==> config.mk <==
export PLATFORM = sky130hd
export DESIGN_NAME = bsc_norm_cell
export DESIGN_NICKNAME = d
export VERILOG_FILES = /design/src/rtl/bsc_pkg.sv /design/src/rtl/bsc_norm_cell.sv
export SDC_FILE = /design/constraint.sdc
export NUM_CORES = 1
export LEC_CHECK = 0
export BUFFER_PORTS_ARGS = -buffer_cell sky130_fd_sc_hd__buf_2
export CORE_MARGIN = 4
export CORE_UTILIZATION = 51
export DETAILED_ROUTE_END_ITERATION = 6
export GPL_TIMING_DRIVEN = 1
export PLACE_DENSITY_LB_ADDON = 0.12
export SLEW_MARGIN = 20
export SYNTH_ARGS = -nofsm -noshare
export SYNTH_HDL_FRONTEND = slang
export SYNTH_SLANG_ARGS = --single-unit
export TNS_END_PERCENT = 100
==> constraint.sdc <==
create_clock -name clk -period 8.3 [get_ports clk]
set_input_delay 1.245 -clock clk [delete_from_list [all_inputs] [get_ports clk]]
set_output_delay 1.245 -clock clk [all_outputs]
set_load 0.02 [all_outputs]
==> src/rtl/bsc_pkg.sv <==
`timescale 1ns / 1ps
// ----------------------------------------------------------------------------
// bsc_pkg
// shared constants, widths and the cordic angle table for the bearing check
// ----------------------------------------------------------------------------
package bsc_pkg;

	// parameter defaults
	localparam int CORDIC_STEPS_DEF = 16;
	localparam int POS_WIDTH_DEF    = 24;

	// fixed field widths
	localparam int HEAD_W = 16;
	localparam int CFG_W  = 16;
	localparam int BEAR_W = 16;
	localparam int IDX_W  = 1;

	// register indexes
	localparam logic [IDX_W-1:0] REG_SECTOR_MIN = 1'b0;
	localparam logic [IDX_W-1:0] REG_SECTOR_MAX = 1'b1;

	// register reset values
	localparam logic [CFG_W-1:0] SECTOR_MIN_RST = 16'd0;
	localparam logic [CFG_W-1:0] SECTOR_MAX_RST = 16'd36000;

	// dot product grows by the heading width plus two bits over the position
	localparam int DOT_EXTRA = 18;
	// normalization target: larger magnitude lands in [2^47, 2^48)
	localparam int NORM_TOP    = 48;
	localparam int NORM_STAGES = 6;

	// derived default datapath widths
	localparam int DW_DEF = POS_WIDTH_DEF + DOT_EXTRA;
	localparam int MW_DEF = (DW_DEF > NORM_TOP) ? DW_DEF : NORM_TOP;
	localparam int CW_DEF = MW_DEF + 3;

	// angle accumulator, 1/1024 of a hundredth of a degree
	localparam int ZW        = 27;
	localparam int FRAC_BITS = 10;
	localparam logic signed [ZW-1:0] ANG_90      = 27'sd9216000;
	localparam logic signed [ZW-1:0] ANG_HALF    = 27'sd512;
	localparam logic signed [ZW-1:0] ANG_FULL    = 27'sd36000;
	localparam logic [BEAR_W-1:0]    BEARING_FULL = 16'd36000;

	localparam int ATAN_N = 24;
	localparam logic [23:0] ATAN_TAB [ATAN_N] = '{
		24'd4608000, 24'd2720261, 24'd1437311, 24'd729602,
		24'd366217,  24'd183287,  24'd91666,   24'd45836,
		24'd22918,   24'd11459,   24'd5730,    24'd2865,
		24'd1432,    24'd716,     24'd358,     24'd179,
		24'd90,      24'd45,      24'd22,      24'd11,
		24'd6,       24'd3,       24'd1,       24'd1
	};

endpackage

==> src/rtl/bsc_norm_cell.sv <==
`timescale 1ns / 1ps
// ----------------------------------------------------------------------------
// bsc_norm_cell
// one normalize step: shift left by SHIFT when the result stays below 2^48
// ----------------------------------------------------------------------------
module bsc_norm_cell #(
	parameter int SHIFT = 1,
	parameter int MW    = bsc_pkg::MW_DEF,
	parameter int CW    = bsc_pkg::CW_DEF
) (
	input  logic                 clk,
	input  logic                 arst_n,
	input  logic                 in_valid,
	output logic                 in_ready,
	input  logic signed [CW-1:0] x_in,
	input  logic signed [CW-1:0] y_in,
	input  logic        [MW-1:0] m_in,
	input  logic                 zero_in,
	output logic                 out_valid,
	input  logic                 out_ready,
	output logic signed [CW-1:0] x_out,
	output logic signed [CW-1:0] y_out,
	output logic        [MW-1:0] m_out,
	output logic                 zero_out
);

	logic v_s1;
	logic fits;
	logic signed [CW-1:0] x_s1, y_s1;
	logic [MW-1:0] m_s1;
	logic zero_s1;

	assign in_ready = !v_s1 || out_ready;
	assign fits     = (m_in >> (bsc_pkg::NORM_TOP - SHIFT)) == '0;

	always_ff @(posedge clk or negedge arst_n) begin
		if (!arst_n) begin
			v_s1 <= 1'b0;
		end else if (in_ready) begin
			v_s1 <= in_valid;
		end
	end

	always_ff @(posedge clk) begin
		if (in_ready) begin
			x_s1    <= fits ? (x_in <<< SHIFT) : x_in;
			y_s1    <= fits ? (y_in <<< SHIFT) : y_in;
			m_s1    <= fits ? (m_in << SHIFT) : m_in;
			zero_s1 <= zero_in;
		end
	end

	assign out_valid = v_s1;
	assign x_out     = x_s1;
	assign y_out     = y_s1;
	assign m_out     = m_s1;
	assign zero_out  = zero_s1;

endmodule

==> reports/qor.yml <==
ant_nets: 0
reg2reg_from: "out_valid$_DFFE_PN0P_"
synth.cell_area_um2: 6760
wirelength_um: 15100
dp_hpwl_um: 11400
grt_pass1_vias: 4182
placed_area_um2: 8390
crit_type: "primary input to output port"
required_ns: 7.05
num_io_pins: 308
cts-buffers-inserted: 17
vias_per_cell: 4.92
wl_per_cell_um: 18.4
period_share: 0.395
r2r-end: "m_out[3]$_DFFE_PP_"
ctsHoldBuffers: 0
switching_power_uw: 474
start_util: 0.529
ys_top_cells_by_area: "edfxtp_1, mux2_4, mux2_2"
grt_pass1_wl_um: 21800
drc_errors: 0
slew_headroom: 0.311
post_cts_resized: 0
ff2ff_setup_slack_ns: 6.34
cp-end-kind: "output port"
cts-root-buf: "clkbuf_16"
p_int_mw: 1.57
outcome: "finished, final reports clean"
p_seq_frac: 0.462
path_max_fanout: 37
r2r_cells: 2
yosysWarnings: 0
fin_skew_ns: 0.00377
cts_max_path_buffers: 2
synth_seq_area_share: 0.675
synthTopCellsByCount: "edfxtp_1, mux2_4, mux2_2, buf_6, buf_2"
finalMaxSlewViolations: 0
drive_above_1_share: 0.751
power_frac_comb: 0.159
ir_worst_vdd_mv: 0.154
grt_max_degree: 97
power_leakage_nw: 4.06
htreeDepth: 4
fmax_mhz: 305
synthCells: 321
p_per_area_nw_per_um2: 227
die_h_um: 123
max_cap_viol_count: 0
p_sw_frac: 0.232
grt_overflow: 0
fin_tns_setup_ns: 0
synthDistinctLibCells: 10
pwr-share-clk: 0.379
fp-row-count: 41
cts.sinks: 152
rsz0062_at_grt: "no"
setup-violations-final: 0
first_pass_iters: 4
postCtsSetupBuffers: 0
grt_usage: 0.197
die-area_um2: 15200
critPathLaunchType: "primary input"
hold_viol: 0
port_buffers: 307
gp_congestion: 0.756
cts_tree: "yes"
hold_path_class: "primary input to asynchronous set/reset pin"
die_x_um: 123
ys_seq_elements: 152
synth_edf_count: 151
synth_most_common_cell: "edfxtp_1"
synth_flop_cell: "edfxtp_1"
path_clk_slew_ns: 0.05
yosysTopAreaCell: "edfxtp_1"
yosysTopAreaCellShare: 0.671
crit_arrival_ns: 2.03
nets: 788
design_area_um2: 8990
tightest_slew_ns: 1.03
min_period_ns: 3.28
syn_area_per_cell_um2: 21.0
detail_route.iter0.violations: 277
vias: 4030
core_um2: 12800
hold_slack_ns: 0.602
clk_latency_ns: 0.41
syn_to_final_growth_pct: 33.0
synth-async-reset-ratio: 0.00658
antenna_found_initial: 2
syn-num-nets: 476
registers in the layout, indices dropped and copies added (netlist names):
name / flops
m_out: 48
x_out: 51
y_out: 51
zero_out: 1
out_valid: 1
layout by cell type (no fill, tap or decap):
cell type / netlist / layout
and2_1: 3 / 3
nand2b_4: 0 / 1
clkinv_1: 0 / 1
buf_2: 5 / 306
dfrtp_1: 1 / 1
clkinv_2: 0 / 6
or2_2: 1 / 1
clkbuf_16: 0 / 17
buf_4: 0 / 3
buf_6: 11 / 1
mux2_2: 50 / 50
diode_2: 0 / 1
bufinv_16: 0 / 4
edfxtp_1: 151 / 151
clkbuf_1: 0 / 4
mux2_4: 96 / 96
nand2b_1: 2 / 1
area by class of cell:
class	count	area (um^2)
tap	172	215
multi-input combinational	152	2050
fill	900	3790
antenna	1	2.50
timing repair buffer	310	1570
clock buffer	21	440
clock inverter	11	154
sequential	152	4560
critical path, stage by stage:
cell      delay (ns)
buf_2           0.08
nand2b_4        0.44
buf_2           0.26
power by group through the flow:
stage / Combinational [mW] / Clock (mW) / Sequential [mW]
4_1_cts: 0.329 / 0.790 / 0.946
6_report: 0.325 / 0.774 / 0.945
3_3_place_gp: 0.323 / 0 / 0.959
5_1_grt: 0.345 / 0.829 / 0.951
3_5_place_dp: 0.328 / 0 / 0.961
2_1_floorplan: 0.115 / 0 / 1.06
worst max-delay path by stage:
| stage | from | end |
|---|---|---|
| global route | out_ready | in_ready |
| finish | out_ready | in_ready |
| CTS | out_ready | in_ready |
| detailed placement | m_in[47] | x_out[43]$_DFFE_PP_ |
| global placement | m_in[47] | x_out[40]$_DFFE_PP_ |
| floorplan | out_ready | in_ready |
metal layers:
| metal | global-route usage | vias to the layer above | share of wire |
|---|---|---|---|
| met4 | 0.0927 | 2 | 0.025 |
| met5 | 0 | - | 0.00080 |
| met2 | 0.355 | 194 | 0.53 |
| li1 | - | 1889 | - |
| met1 | 0.195 | 1916 | 0.33 |
| met3 | 0.0801 | 29 | 0.11 |
cell families after synthesis:
group | synth area share
DFF | 0.675
muxes | 0.297
and+or+nand+nor | 0.00556
buffers and inverters | 0.0228
metrics by stage:
step | power, mW | std cells | setup slack (ns) | util
floorplan | 1.17 | 321 | 2.02 | -
global placement | 1.28 | 786 | 4.72 | 0.657
detailed placement | 1.29 | 786 | 4.68 | 0.657
CTS | 2.07 | 818 | 5.01 | 0.703
global route | 2.12 | 819 | 4.96 | 0.703
finish | 2.04 | 819 | 5.02 | 0.703
(Power assumes the default switching activity.)
